[src/sv/lsc_pkg.sv]
// shared constants, types and state encoding for the line segment clipper
// no dependencies
package lsc_pkg;

  localparam int COORD_WIDTH_DEF = 16;
  localparam int MAX_PASSES_DEF  = 8;
  localparam int QUEUE_DEPTH     = 2;
  localparam int CFG_IDX_WIDTH   = 2;

  // register indexes
  localparam logic [CFG_IDX_WIDTH-1:0] REG_WINDOW_LEFT   = 2'd0;
  localparam logic [CFG_IDX_WIDTH-1:0] REG_WINDOW_TOP    = 2'd1;
  localparam logic [CFG_IDX_WIDTH-1:0] REG_WINDOW_RIGHT  = 2'd2;
  localparam logic [CFG_IDX_WIDTH-1:0] REG_WINDOW_BOTTOM = 2'd3;

  // window reset values
  localparam longint WIN_LEFT_RST   = 0;
  localparam longint WIN_TOP_RST    = 0;
  localparam longint WIN_RIGHT_RST  = 959;
  localparam longint WIN_BOTTOM_RST = 539;

  // region code bits
  localparam logic [3:0] CODE_LEFT   = 4'h1;
  localparam logic [3:0] CODE_RIGHT  = 4'h2;
  localparam logic [3:0] CODE_TOP    = 4'h4;
  localparam logic [3:0] CODE_BOTTOM = 4'h8;

  typedef enum logic [2:0] {
    ST_IDLE,
    ST_DECIDE,
    ST_MUL,
    ST_DIV,
    ST_UPDATE,
    ST_CODE
  } back_state_e;

  typedef struct packed {
    logic push;
    logic pop;
  } fifo_req_t;

  typedef struct packed {
    logic full;
    logic empty;
  } fifo_sts_t;

endpackage

[src/sv/line_segment_clipper_unit.sv]
// line segment clipper top level: front, queue and back; depends on lsc_pkg
// per segment: p moves in the back end, p up to MAX_PASSES;
// each move is set by the bit-serial divider (one quotient bit a cycle)
// reset is asynchronous and active low: queue and result emptied, window set to 0, 0, 959, 539
module line_segment_clipper_unit #(
  parameter int COORD_WIDTH = lsc_pkg::COORD_WIDTH_DEF,
  parameter int MAX_PASSES  = lsc_pkg::MAX_PASSES_DEF
) (
  input  logic                                 clk_i,
  input  logic                                 rst_ni,
  input  logic                                 cfg_we_i,
  input  logic        [lsc_pkg::CFG_IDX_WIDTH-1:0] cfg_idx_i,
  input  logic        [COORD_WIDTH-1:0]        cfg_data_i,
  input  logic                                 push,
  output logic                                 full,
  input  logic signed [COORD_WIDTH-1:0]        start_x_i,
  input  logic signed [COORD_WIDTH-1:0]        start_y_i,
  input  logic signed [COORD_WIDTH-1:0]        end_x_i,
  input  logic signed [COORD_WIDTH-1:0]        end_y_i,
  output logic                                 empty,
  input  logic                                 pop,
  output logic                                 visible_o,
  output logic signed [COORD_WIDTH-1:0]        clipped_start_x_o,
  output logic signed [COORD_WIDTH-1:0]        clipped_start_y_o,
  output logic signed [COORD_WIDTH-1:0]        clipped_end_x_o,
  output logic signed [COORD_WIDTH-1:0]        clipped_end_y_o
);

  localparam int ItemWidth = 4 * COORD_WIDTH + 8;

  logic signed [COORD_WIDTH-1:0] win_left, win_top, win_right, win_bottom;
  logic [ItemWidth-1:0] front_data, queue_data;
  logic                 front_push, back_pop, res_valid;
  lsc_pkg::fifo_req_t   q_req;
  lsc_pkg::fifo_sts_t   q_sts;

  assign q_req.push = front_push;
  assign q_req.pop  = back_pop;
  assign full       = q_sts.full;
  assign empty      = !res_valid;

  lsc_front #(.COORD_WIDTH(COORD_WIDTH), .ItemWidth(ItemWidth)) u_front (
    .clk_i, .rst_ni,
    .cfg_we_i, .cfg_idx_i, .cfg_data_i,
    .push_i(push), .full_i(q_sts.full),
    .start_x_i, .start_y_i, .end_x_i, .end_y_i,
    .win_left_o(win_left), .win_top_o(win_top),
    .win_right_o(win_right), .win_bottom_o(win_bottom),
    .q_push_o(front_push), .q_data_o(front_data)
  );

  lsc_queue #(.ItemWidth(ItemWidth), .Depth(lsc_pkg::QUEUE_DEPTH)) u_queue (
    .clk_i, .rst_ni,
    .req_i(q_req), .sts_o(q_sts),
    .data_i(front_data), .data_o(queue_data)
  );

  lsc_back #(
    .COORD_WIDTH(COORD_WIDTH), .MAX_PASSES(MAX_PASSES), .ItemWidth(ItemWidth)
  ) u_back (
    .clk_i, .rst_ni,
    .win_left_i(win_left), .win_top_i(win_top),
    .win_right_i(win_right), .win_bottom_i(win_bottom),
    .q_empty_i(q_sts.empty), .q_data_i(queue_data), .q_pop_o(back_pop),
    .res_pop_i(pop && res_valid),
    .res_valid_o(res_valid),
    .res_visible_o(visible_o),
    .res_start_x_o(clipped_start_x_o), .res_start_y_o(clipped_start_y_o),
    .res_end_x_o(clipped_end_x_o), .res_end_y_o(clipped_end_y_o)
  );

endmodule

[src/sv/lsc_region.sv]
// four-bit region code of one point against the clip window
// depends on lsc_pkg
module lsc_region #(
  parameter int COORD_WIDTH = lsc_pkg::COORD_WIDTH_DEF
) (
  input  logic signed [COORD_WIDTH-1:0] x_i,
  input  logic signed [COORD_WIDTH-1:0] y_i,
  input  logic signed [COORD_WIDTH-1:0] win_left_i,
  input  logic signed [COORD_WIDTH-1:0] win_top_i,
  input  logic signed [COORD_WIDTH-1:0] win_right_i,
  input  logic signed [COORD_WIDTH-1:0] win_bottom_i,
  output logic        [3:0]             code_o
);

  always_comb begin
    code_o = '0;
    if (x_i < win_left_i) begin
      code_o = code_o | lsc_pkg::CODE_LEFT;
    end else if (x_i > win_right_i) begin
      code_o = code_o | lsc_pkg::CODE_RIGHT;
    end
    if (y_i < win_top_i) begin
      code_o = code_o | lsc_pkg::CODE_TOP;
    end else if (y_i > win_bottom_i) begin
      code_o = code_o | lsc_pkg::CODE_BOTTOM;
    end
  end

endmodule

[src/sv/lsc_front.sv]
// front end: window registers, input acceptance and region coding of both endpoints
// depends on lsc_pkg and lsc_region
module lsc_front #(
  parameter int COORD_WIDTH = lsc_pkg::COORD_WIDTH_DEF,
  parameter int ItemWidth   = 4 * COORD_WIDTH + 8
) (
  input  logic                                 clk_i,
  input  logic                                 rst_ni,
  input  logic                                 cfg_we_i,
  input  logic        [lsc_pkg::CFG_IDX_WIDTH-1:0] cfg_idx_i,
  input  logic        [COORD_WIDTH-1:0]        cfg_data_i,
  input  logic                                 push_i,
  input  logic                                 full_i,
  input  logic signed [COORD_WIDTH-1:0]        start_x_i,
  input  logic signed [COORD_WIDTH-1:0]        start_y_i,
  input  logic signed [COORD_WIDTH-1:0]        end_x_i,
  input  logic signed [COORD_WIDTH-1:0]        end_y_i,
  output logic signed [COORD_WIDTH-1:0]        win_left_o,
  output logic signed [COORD_WIDTH-1:0]        win_top_o,
  output logic signed [COORD_WIDTH-1:0]        win_right_o,
  output logic signed [COORD_WIDTH-1:0]        win_bottom_o,
  output logic                                 q_push_o,
  output logic        [ItemWidth-1:0]          q_data_o
);

  localparam longint CoordMax = (longint'(1) <<< (COORD_WIDTH - 1)) - 1;

  // reset values clamp at the top of the coordinate range
  function automatic logic signed [COORD_WIDTH-1:0] rst_val(input longint v);
    rst_val = (v > CoordMax) ? COORD_WIDTH'(CoordMax) : COORD_WIDTH'(v);
  endfunction

  logic signed [COORD_WIDTH-1:0] win_left_q, win_top_q, win_right_q, win_bottom_q;
  logic [3:0] code_start, code_end;

  always_ff @(posedge clk_i or negedge rst_ni) begin
    if (!rst_ni) begin
      win_left_q   <= rst_val(lsc_pkg::WIN_LEFT_RST);
      win_top_q    <= rst_val(lsc_pkg::WIN_TOP_RST);
      win_right_q  <= rst_val(lsc_pkg::WIN_RIGHT_RST);
      win_bottom_q <= rst_val(lsc_pkg::WIN_BOTTOM_RST);
    end else if (cfg_we_i) begin
      case (cfg_idx_i)
        lsc_pkg::REG_WINDOW_LEFT:   win_left_q   <= cfg_data_i;
        lsc_pkg::REG_WINDOW_TOP:    win_top_q    <= cfg_data_i;
        lsc_pkg::REG_WINDOW_RIGHT:  win_right_q  <= cfg_data_i;
        lsc_pkg::REG_WINDOW_BOTTOM: win_bottom_q <= cfg_data_i;
        default: ;
      endcase
    end
  end

  lsc_region #(.COORD_WIDTH(COORD_WIDTH)) u_region_start (
    .x_i(start_x_i), .y_i(start_y_i),
    .win_left_i(win_left_q), .win_top_i(win_top_q),
    .win_right_i(win_right_q), .win_bottom_i(win_bottom_q),
    .code_o(code_start)
  );

  lsc_region #(.COORD_WIDTH(COORD_WIDTH)) u_region_end (
    .x_i(end_x_i), .y_i(end_y_i),
    .win_left_i(win_left_q), .win_top_i(win_top_q),
    .win_right_i(win_right_q), .win_bottom_i(win_bottom_q),
    .code_o(code_end)
  );

  assign win_left_o   = win_left_q;
  assign win_top_o    = win_top_q;
  assign win_right_o  = win_right_q;
  assign win_bottom_o = win_bottom_q;

  assign q_push_o = push_i && !full_i;
  assign q_data_o = {start_x_i, start_y_i, end_x_i, end_y_i, code_start, code_end};

endmodule

[src/sv/lsc_queue.sv]
// short queue of classified segments between front and back
// depends on lsc_pkg
module lsc_queue #(
  parameter int ItemWidth = 4 * lsc_pkg::COORD_WIDTH_DEF + 8,
  parameter int Depth     = lsc_pkg::QUEUE_DEPTH
) (
  input  logic                     clk_i,
  input  logic                     rst_ni,
  input  lsc_pkg::fifo_req_t       req_i,
  output lsc_pkg::fifo_sts_t       sts_o,
  input  logic [ItemWidth-1:0]     data_i,
  output logic [ItemWidth-1:0]     data_o
);

  localparam int PtrWidth = (Depth > 1) ? $clog2(Depth) : 1;
  localparam int CntWidth = $clog2(Depth + 1);

  logic [ItemWidth-1:0] mem_q [Depth];
  logic [PtrWidth-1:0]  wr_ptr_q, wr_ptr_d, rd_ptr_q, rd_ptr_d;
  logic [CntWidth-1:0]  count_q, count_d;
  logic                 do_push, do_pop;

  assign sts_o.full  = (count_q == CntWidth'(Depth));
  assign sts_o.empty = (count_q == '0);
  assign do_push     = req_i.push && !sts_o.full;
  assign do_pop      = req_i.pop && !sts_o.empty;
  assign data_o      = mem_q[rd_ptr_q];

  always_comb begin
    wr_ptr_d = wr_ptr_q;
    rd_ptr_d = rd_ptr_q;
    count_d  = count_q;
    if (do_push) begin
      wr_ptr_d = (wr_ptr_q == PtrWidth'(Depth - 1)) ? '0 : wr_ptr_q + 1'b1;
    end
    if (do_pop) begin
      rd_ptr_d = (rd_ptr_q == PtrWidth'(Depth - 1)) ? '0 : rd_ptr_q + 1'b1;
    end
    if (do_push && !do_pop) begin
      count_d = count_q + 1'b1;
    end else if (do_pop && !do_push) begin
      count_d = count_q - 1'b1;
    end
  end

  always_ff @(posedge clk_i or negedge rst_ni) begin
    if (!rst_ni) begin
      wr_ptr_q <= '0;
      rd_ptr_q <= '0;
      count_q  <= '0;
    end else begin
      wr_ptr_q <= wr_ptr_d;
      rd_ptr_q <= rd_ptr_d;
      count_q  <= count_d;
    end
  end

  always_ff @(posedge clk_i) begin
    if (do_push) begin
      mem_q[wr_ptr_q] <= data_i;
    end
  end

endmodule

[src/sv/lsc_back.sv]
// back end: clip pass sequencer with shared multiplier, bit-serial divider and result register
// depends on lsc_pkg and lsc_region
module lsc_back #(
  parameter int COORD_WIDTH = lsc_pkg::COORD_WIDTH_DEF,
  parameter int MAX_PASSES  = lsc_pkg::MAX_PASSES_DEF,
  parameter int ItemWidth   = 4 * COORD_WIDTH + 8
) (
  input  logic                          clk_i,
  input  logic                          rst_ni,
  input  logic signed [COORD_WIDTH-1:0] win_left_i,
  input  logic signed [COORD_WIDTH-1:0] win_top_i,
  input  logic signed [COORD_WIDTH-1:0] win_right_i,
  input  logic signed [COORD_WIDTH-1:0] win_bottom_i,
  input  logic                          q_empty_i,
  input  logic        [ItemWidth-1:0]   q_data_i,
  output logic                          q_pop_o,
  input  logic                          res_pop_i,
  output logic                          res_valid_o,
  output logic                          res_visible_o,
  output logic signed [COORD_WIDTH-1:0] res_start_x_o,
  output logic signed [COORD_WIDTH-1:0] res_start_y_o,
  output logic signed [COORD_WIDTH-1:0] res_end_x_o,
  output logic signed [COORD_WIDTH-1:0] res_end_y_o
);

  localparam int W         = COORD_WIDTH;
  localparam int ProdWidth = 2 * W + 1;
  localparam int CntWidth  = $clog2(ProdWidth + 1);
  localparam int PassWidth = $clog2(MAX_PASSES + 1);

  lsc_pkg::back_state_e state_q, state_d;

  logic signed [W-1:0] ax_q, ax_d, ay_q, ay_d, bx_q, bx_d, by_q, by_d;
  logic [3:0]          ca_q, ca_d, cb_q, cb_d;
  logic [PassWidth-1:0] pass_q, pass_d;

  logic [W:0]          mag_d_q, mag_d_d, mag_e_q, mag_e_d, den_q, den_d;
  logic                neg_q, neg_d, horiz_q, horiz_d, move_b_q, move_b_d;
  logic signed [W-1:0] base_q, base_d, edge_q, edge_d;

  logic [ProdWidth-1:0] dvd_q, dvd_d;
  logic [W:0]           rem_q, rem_d;
  logic [CntWidth-1:0]  cnt_q, cnt_d;

  logic                res_valid_q, res_valid_d, res_vis_q, res_vis_d;
  logic signed [W-1:0] res_sx_q, res_sx_d, res_sy_q, res_sy_d;
  logic signed [W-1:0] res_ex_q, res_ex_d, res_ey_q, res_ey_d;

  logic [3:0]          code_a, code_b, code_sel;
  logic signed [W:0]   dx, dy, op_d, op_e, op_den, den_fix;
  logic signed [W-1:0] op_base, op_edge;
  logic                op_horiz, decided, slot_free;
  logic [2*W+1:0]      prod;
  logic [W+1:0]        trial;
  logic [W:0]          q_clamp;
  logic signed [W+1:0] sum;
  logic signed [W-1:0] new_coord;

  lsc_region #(.COORD_WIDTH(W)) u_region_a (
    .x_i(ax_q), .y_i(ay_q),
    .win_left_i(win_left_i), .win_top_i(win_top_i),
    .win_right_i(win_right_i), .win_bottom_i(win_bottom_i),
    .code_o(code_a)
  );

  lsc_region #(.COORD_WIDTH(W)) u_region_b (
    .x_i(bx_q), .y_i(by_q),
    .win_left_i(win_left_i), .win_top_i(win_top_i),
    .win_right_i(win_right_i), .win_bottom_i(win_bottom_i),
    .code_o(code_b)
  );

  // edge selection and operands for the next move
  always_comb begin
    dx       = $signed({bx_q[W-1], bx_q}) - $signed({ax_q[W-1], ax_q});
    dy       = $signed({by_q[W-1], by_q}) - $signed({ay_q[W-1], ay_q});
    code_sel = (ca_q != '0) ? ca_q : cb_q;
    if ((code_sel & lsc_pkg::CODE_BOTTOM) != '0) begin
      op_horiz = 1'b1;
      op_base  = ax_q;
      op_d     = dx;
      op_e     = $signed({win_bottom_i[W-1], win_bottom_i}) - $signed({ay_q[W-1], ay_q});
      op_den   = dy;
      op_edge  = win_bottom_i;
    end else if ((code_sel & lsc_pkg::CODE_TOP) != '0) begin
      op_horiz = 1'b1;
      op_base  = ax_q;
      op_d     = dx;
      op_e     = $signed({win_top_i[W-1], win_top_i}) - $signed({ay_q[W-1], ay_q});
      op_den   = dy;
      op_edge  = win_top_i;
    end else if ((code_sel & lsc_pkg::CODE_RIGHT) != '0) begin
      op_horiz = 1'b0;
      op_base  = ay_q;
      op_d     = dy;
      op_e     = $signed({win_right_i[W-1], win_right_i}) - $signed({ax_q[W-1], ax_q});
      op_den   = dx;
      op_edge  = win_right_i;
    end else begin
      op_horiz = 1'b0;
      op_base  = ay_q;
      op_d     = dy;
      op_e     = $signed({win_left_i[W-1], win_left_i}) - $signed({ax_q[W-1], ax_q});
      op_den   = dx;
      op_edge  = win_left_i;
    end
    den_fix = (op_den == '0) ? (W+1)'(1) : op_den;
  end

  assign decided   = (pass_q == PassWidth'(MAX_PASSES)) || ((ca_q | cb_q) == '0) ||
                     ((ca_q & cb_q) != '0);
  assign slot_free = !res_valid_q || res_pop_i;
  assign prod      = mag_d_q * mag_e_q;
  assign trial     = {rem_q, dvd_q[ProdWidth-1]} - {1'b0, den_q};

  // clamp, apply sign and saturate
  always_comb begin
    q_clamp = (|dvd_q[ProdWidth-1:W]) ? {1'b1, {W{1'b0}}} : {1'b0, dvd_q[W-1:0]};
    sum     = neg_q ? ($signed({{2{base_q[W-1]}}, base_q}) - $signed({1'b0, q_clamp}))
                    : ($signed({{2{base_q[W-1]}}, base_q}) + $signed({1'b0, q_clamp}));
    if ((sum[W+1:W-1] == 3'b000) || (sum[W+1:W-1] == 3'b111)) begin
      new_coord = sum[W-1:0];
    end else if (sum[W+1]) begin
      new_coord = {1'b1, {(W-1){1'b0}}};
    end else begin
      new_coord = {1'b0, {(W-1){1'b1}}};
    end
  end

  always_comb begin
    state_d     = state_q;
    ax_d        = ax_q;
    ay_d        = ay_q;
    bx_d        = bx_q;
    by_d        = by_q;
    ca_d        = ca_q;
    cb_d        = cb_q;
    pass_d      = pass_q;
    mag_d_d     = mag_d_q;
    mag_e_d     = mag_e_q;
    den_d       = den_q;
    neg_d       = neg_q;
    horiz_d     = horiz_q;
    move_b_d    = move_b_q;
    base_d      = base_q;
    edge_d      = edge_q;
    dvd_d       = dvd_q;
    rem_d       = rem_q;
    cnt_d       = cnt_q;
    res_valid_d = res_valid_q && !res_pop_i;
    res_vis_d   = res_vis_q;
    res_sx_d    = res_sx_q;
    res_sy_d    = res_sy_q;
    res_ex_d    = res_ex_q;
    res_ey_d    = res_ey_q;
    q_pop_o     = 1'b0;

    case (state_q)
      lsc_pkg::ST_IDLE: begin
        if (!q_empty_i) begin
          q_pop_o = 1'b1;
          {ax_d, ay_d, bx_d, by_d, ca_d, cb_d} = q_data_i;
          pass_d  = '0;
          state_d = lsc_pkg::ST_DECIDE;
        end
      end
      lsc_pkg::ST_DECIDE: begin
        if (decided) begin
          if (slot_free) begin
            res_valid_d = 1'b1;
            if ((pass_q != PassWidth'(MAX_PASSES)) && ((ca_q | cb_q) == '0)) begin
              res_vis_d = 1'b1;
              res_sx_d  = ax_q;
              res_sy_d  = ay_q;
              res_ex_d  = bx_q;
              res_ey_d  = by_q;
            end else begin
              res_vis_d = 1'b0;
              res_sx_d  = '0;
              res_sy_d  = '0;
              res_ex_d  = '0;
              res_ey_d  = '0;
            end
            state_d = lsc_pkg::ST_IDLE;
          end
        end else begin
          mag_d_d  = op_d[W] ? (-op_d) : op_d;
          mag_e_d  = op_e[W] ? (-op_e) : op_e;
          den_d    = den_fix[W] ? (-den_fix) : den_fix;
          neg_d    = op_d[W] ^ op_e[W] ^ den_fix[W];
          horiz_d  = op_horiz;
          move_b_d = (ca_q == '0);
          base_d   = op_base;
          edge_d   = op_edge;
          state_d  = lsc_pkg::ST_MUL;
        end
      end
      lsc_pkg::ST_MUL: begin
        dvd_d   = prod[ProdWidth-1:0];
        rem_d   = '0;
        cnt_d   = '0;
        state_d = lsc_pkg::ST_DIV;
      end
      lsc_pkg::ST_DIV: begin
        if (!trial[W+1]) begin
          rem_d = trial[W:0];
          dvd_d = {dvd_q[ProdWidth-2:0], 1'b1};
        end else begin
          rem_d = {rem_q[W-1:0], dvd_q[ProdWidth-1]};
          dvd_d = {dvd_q[ProdWidth-2:0], 1'b0};
        end
        cnt_d = cnt_q + 1'b1;
        if (cnt_q == CntWidth'(ProdWidth - 1)) begin
          state_d = lsc_pkg::ST_UPDATE;
        end
      end
      lsc_pkg::ST_UPDATE: begin
        if (move_b_q) begin
          bx_d = horiz_q ? new_coord : edge_q;
          by_d = horiz_q ? edge_q : new_coord;
        end else begin
          ax_d = horiz_q ? new_coord : edge_q;
          ay_d = horiz_q ? edge_q : new_coord;
        end
        pass_d  = pass_q + 1'b1;
        state_d = lsc_pkg::ST_CODE;
      end
      lsc_pkg::ST_CODE: begin
        ca_d    = code_a;
        cb_d    = code_b;
        state_d = lsc_pkg::ST_DECIDE;
      end
      default: begin
        state_d = lsc_pkg::ST_IDLE;
      end
    endcase
  end

  always_ff @(posedge clk_i or negedge rst_ni) begin
    if (!rst_ni) begin
      state_q     <= lsc_pkg::ST_IDLE;
      res_valid_q <= 1'b0;
    end else begin
      state_q     <= state_d;
      res_valid_q <= res_valid_d;
    end
  end

  always_ff @(posedge clk_i) begin
    ax_q     <= ax_d;
    ay_q     <= ay_d;
    bx_q     <= bx_d;
    by_q     <= by_d;
    ca_q     <= ca_d;
    cb_q     <= cb_d;
    pass_q   <= pass_d;
    mag_d_q  <= mag_d_d;
    mag_e_q  <= mag_e_d;
    den_q    <= den_d;
    neg_q    <= neg_d;
    horiz_q  <= horiz_d;
    move_b_q <= move_b_d;
    base_q   <= base_d;
    edge_q   <= edge_d;
    dvd_q    <= dvd_d;
    rem_q    <= rem_d;
    cnt_q    <= cnt_d;
    res_vis_q <= res_vis_d;
    res_sx_q <= res_sx_d;
    res_sy_q <= res_sy_d;
    res_ex_q <= res_ex_d;
    res_ey_q <= res_ey_d;
  end

  assign res_valid_o   = res_valid_q;
  assign res_visible_o = res_vis_q;
  assign res_start_x_o = res_sx_q;
  assign res_start_y_o = res_sy_q;
  assign res_end_x_o   = res_ex_q;
  assign res_end_y_o   = res_ey_q;

endmodule

[config.mk]
export PLATFORM = sky130hd
export DESIGN_NAME = line_segment_clipper_unit
export DESIGN_NICKNAME = d
export VERILOG_FILES = /design/src/sv/lsc_pkg.sv /design/src/sv/line_segment_clipper_unit.sv /design/src/sv/lsc_region.sv /design/src/sv/lsc_front.sv /design/src/sv/lsc_queue.sv /design/src/sv/lsc_back.sv
export SDC_FILE = /design/constraint.sdc
export NUM_CORES = 2
export LEC_CHECK = 0
export ABC_AREA = 1
export CAP_MARGIN = 25
export CORE_UTILIZATION = 60
export CTS_BUF_LIST = sky130_fd_sc_hd__clkbuf_4 sky130_fd_sc_hd__clkbuf_8
export DETAILED_ROUTE_END_ITERATION = 10
export DONT_BUFFER_PORTS = 1
export GPL_TIMING_DRIVEN = 0
export PLACE_DENSITY = 0.79
export SLEW_MARGIN = 20
export SYNTH_ARGS = -nofsm -noshare
export SYNTH_HDL_FRONTEND = slang
export SYNTH_SLANG_ARGS = --single-unit
[constraint.sdc]
create_clock -name clk_i -period 6.3 [get_ports clk_i]
set_input_delay 0.315 -clock clk_i [delete_from_list [all_inputs] [get_ports clk_i]]
set_output_delay 0.315 -clock clk_i [all_outputs]
set_load 0.03 [all_outputs]
==> run summary <==
status -> completed
share of cells above drive strength 1 -> 0.0729
Worst Setup End Kind -> flip-flop
EDFF count, synth -> 427
Setup Viol. Count Final -> 0
Clock Path Buffers -> 3
Tmin final -> 6230 ps
Hold Path Class -> input pin to flip-flop
crit-path cells -> clkbuf_8 > nand2_1 > fa_1 > inv_1 > fa_1 > fa_1 > fa_1 > fa_1 > inv_1 > fa_1 > inv_1 > ha_4 > nand2_2 > nor2_2 > and3_4 > nand4_1 > nand3_2 > a21o_1 > a21boi_2 > o21ai_2 > xor2_2 > o21ai_2
fmax -> 160 MHz
Area Growth Syn to Fin -> 11.8%
Crit Path Max Fanout -> 5
worst path arrival time -> 6680 ps
WS Path Type -> flip-flop to flip-flop
PortBufs -> 0
warnings from Yosys -> 0
Slew Viols, Final -> 0
synthesized instance count -> 5388
number of remaining DRC errors -> 0
critical path's most frequent cell -> fa_1
worst setup margin -> 67.1 ps
hold slack -> 70.8 ps
Main synth FF type -> edfxtp_1
die width -> 271 um
DR WL/cell -> 22.3 um
syn nets -> 6139
1st-iter DRT viols -> 4015
Die Footprint -> 73600 sq um
Detailed Routing Iterations Pass 1 -> 6
clock sink total -> 499
WP data required -> 6740 ps
clk_lat worst skew -> 760 ps
Post-Route WL -> 148 mm
register bit total from synthesis -> 499
Critical Path Source Type -> flip-flop
TritonCTS Buffers -> 84
nets -> 6358
GPL Wtd Cong -> 1.05
CTS Root Cell -> clkbuf_8
synthesized area -> 43500 sq um
vias in the first global route -> 37500
Starting Density -> 0.608
Post-Place Worst Slack -> -1300 ps
TritonCTS clock tree -> built
Routed Antenna Nets -> 0
Reg clk slew, reported paths -> 70 ps
Slew HR -> 0.407
GRT Resource Usage Total -> 0.396
most frequent cells in the layout -> 1524 x nand2_1, 915 x inv_1, 427 x edfxtp_1
largest net degree at the start of global routing -> 73
core box area -> 71600 sq um
placed cell area -> 45100 sq um
vias per cell -> 5.87
Worst-Margin Slew -> 883 ps
sequential area share after synthesis -> 0.336
crit-path max cell delay -> 570 ps
slowest cell on the critical path -> fa_1
initial antenna violation count -> 10
sum of negative setup slack -> 0 ps
Cell variety after synth -> 66
IO Pins -> 154
global-route wire length before repair -> 218 mm
max-cap viol count -> 0
Post-DP HPWL -> 115 mm
Syn Area/Cell -> 8.08 sq um
fill count -> 5783
clk_skew -> 76.6 ps
ys async rst share -> 0.144
row count -> 98
Design Area, Final -> 48700 sq um
CTS H-Tree Depth -> 3
Die Y -> 271 um
final worst-path cycle share -> 0.989
total grt overflow -> 0
Fin. Hold Viols -> 0
commonest non-fill, non-tap cell in the layout -> nand2_1
via count -> 38900
## Yosys cell counts (all sizes together) (20+ instances only)
master,number,area share
xor2,81,0.016
nand2,1550,0.14
a21o,20,0.0034
a21oi,295,0.034
ha,433,0.12
dfrtp,58,0.033
inv,930,0.080
nor3,40,0.0048
edfxtp,427,0.29
o221ai,26,0.0052
xnor2,54,0.011
fa,231,0.11
nor2,318,0.029
nand3,267,0.032
clkbuf,133,0.011
buf,35,0.0054
o21ai,262,0.031
nand4,51,0.0076
## layout make-up
| cell class | instances | area, sq um | share of cell area |
|---|---|---|---|
| Antenna cell | 5 | 12.5 | 0.000257 |
| Buffer | 136 | 795 | 0.0163 |
| Clock buffer | 105 | 1330 | 0.0274 |
| Clock inverter | 51 | 495 | 0.0102 |
| Inverter | 931 | 3500 | 0.0718 |
| Multi-Input combinational cell | 3790 | 25000 | 0.513 |
| Sequential cell | 499 | 14600 | 0.301 |
| Tap cell | 950 | 1190 | 0.0244 |
| Timing Repair Buffer | 165 | 1760 | 0.0362 |
## state kept, by name, indices dropped and copies added (netlist names), 4 cells and up
name and count:
u_front.win_left_o 16, u_back.dvd_q 33, u_back.pass_q 4, u_back.by_q 16
u_back.res_end_y_o 16, u_back.mag_e_q 17, u_front.win_right_o 16, u_back.rem_q 17
u_front.win_top_o 16, u_queue.mem_q 144, u_back.mag_d_q 17, u_back.den_q 17
u_back.cnt_q 6, u_back.ca_q 4, u_back.bx_q 16, u_front.win_bottom_o 16
u_back.edge_q 16, u_back.res_start_y_o 16, u_back.ax_q 16, u_back.res_start_x_o 16
u_back.res_end_x_o 16, u_back.base_q 16, u_back.ay_q 16, u_back.cb_q 4
## critical path, delay by kind of cell, from the launching register on
kind / cells / cell delay (ps)
fa+ha+maj: 7 / 3490
xor+xnor: 1 / 240
flops: 1 / 550
compound gates: 4 / 560
simple gates: 6 / 720
buf+inv: 4 / 430
## path summary, 6_finish.rpt
check	from	to	slack, ps	cells after the start
min in group asynchronous	rst_ni	u_queue.rd_ptr_q$_DFFE_PN0P_	140	2
hold reg to reg	u_front.win_top_o[0]$_DFFE_PN0P_	u_front.win_top_o[0]$_DFFE_PN0P_	490	2
setup / recovery	u_back.mag_e_q[7]$_DFFE_PP_	u_back.dvd_q[32]$_DFFE_PP_	70	22
hold / removal	end_x_i[15]	u_queue.mem_q[1][0]$_DFFE_PP_	70	4
setup reg to reg	u_back.mag_e_q[7]$_DFFE_PP_	u_back.dvd_q[32]$_DFFE_PP_	70	22
max in group asynchronous	rst_ni	u_front.win_bottom_o[9]$_DFFE_PN1P_	5720	2
## per-layer routing
metal  routed length [um]  track usage  vias up
li1                     -            -    17800
met1                53100        0.469    18200
met2                66500        0.635     2275
met3                15100       0.0918      658
met4                12700        0.288        8
met5                   57            0        -
## kinds of logic after synthesis
kind of cell / count (synthesis) / share of synthesized area
muxes: 1 / 0.000517
AOI/OAI and AO/OA: 708 / 0.0914
xor gates and xnor gates: 135 / 0.0272
DFF: 499 / 0.336
and+or+nand+nor: 2282 / 0.217
adders and majority gates: 664 / 0.231
buffers and inverters: 1099 / 0.0972
## metrics by stage
| step | utilization | cells |
|---|---|---|
| finish | 0.680 | 6632 |
| global route | 0.680 | 6629 |
| CTS | 0.674 | 6606 |
| detailed placement | 0.630 | 6353 |
| global placement | 0.625 | 6338 |
| floorplan | - | 5388 |
## repair_timing
item,4_1_cts,5_1_grt
gates cloned,0,0
setup buffers,39,21
hold buffers,90,0
hold endpoints to repair,265,0
pin swaps,6,51
gates resized for setup,85,75
setup endpoints to repair,17,11
Power is not shown: default switching activity piles up to over one toggle a cycle in this logic, so the estimate is an artifact.
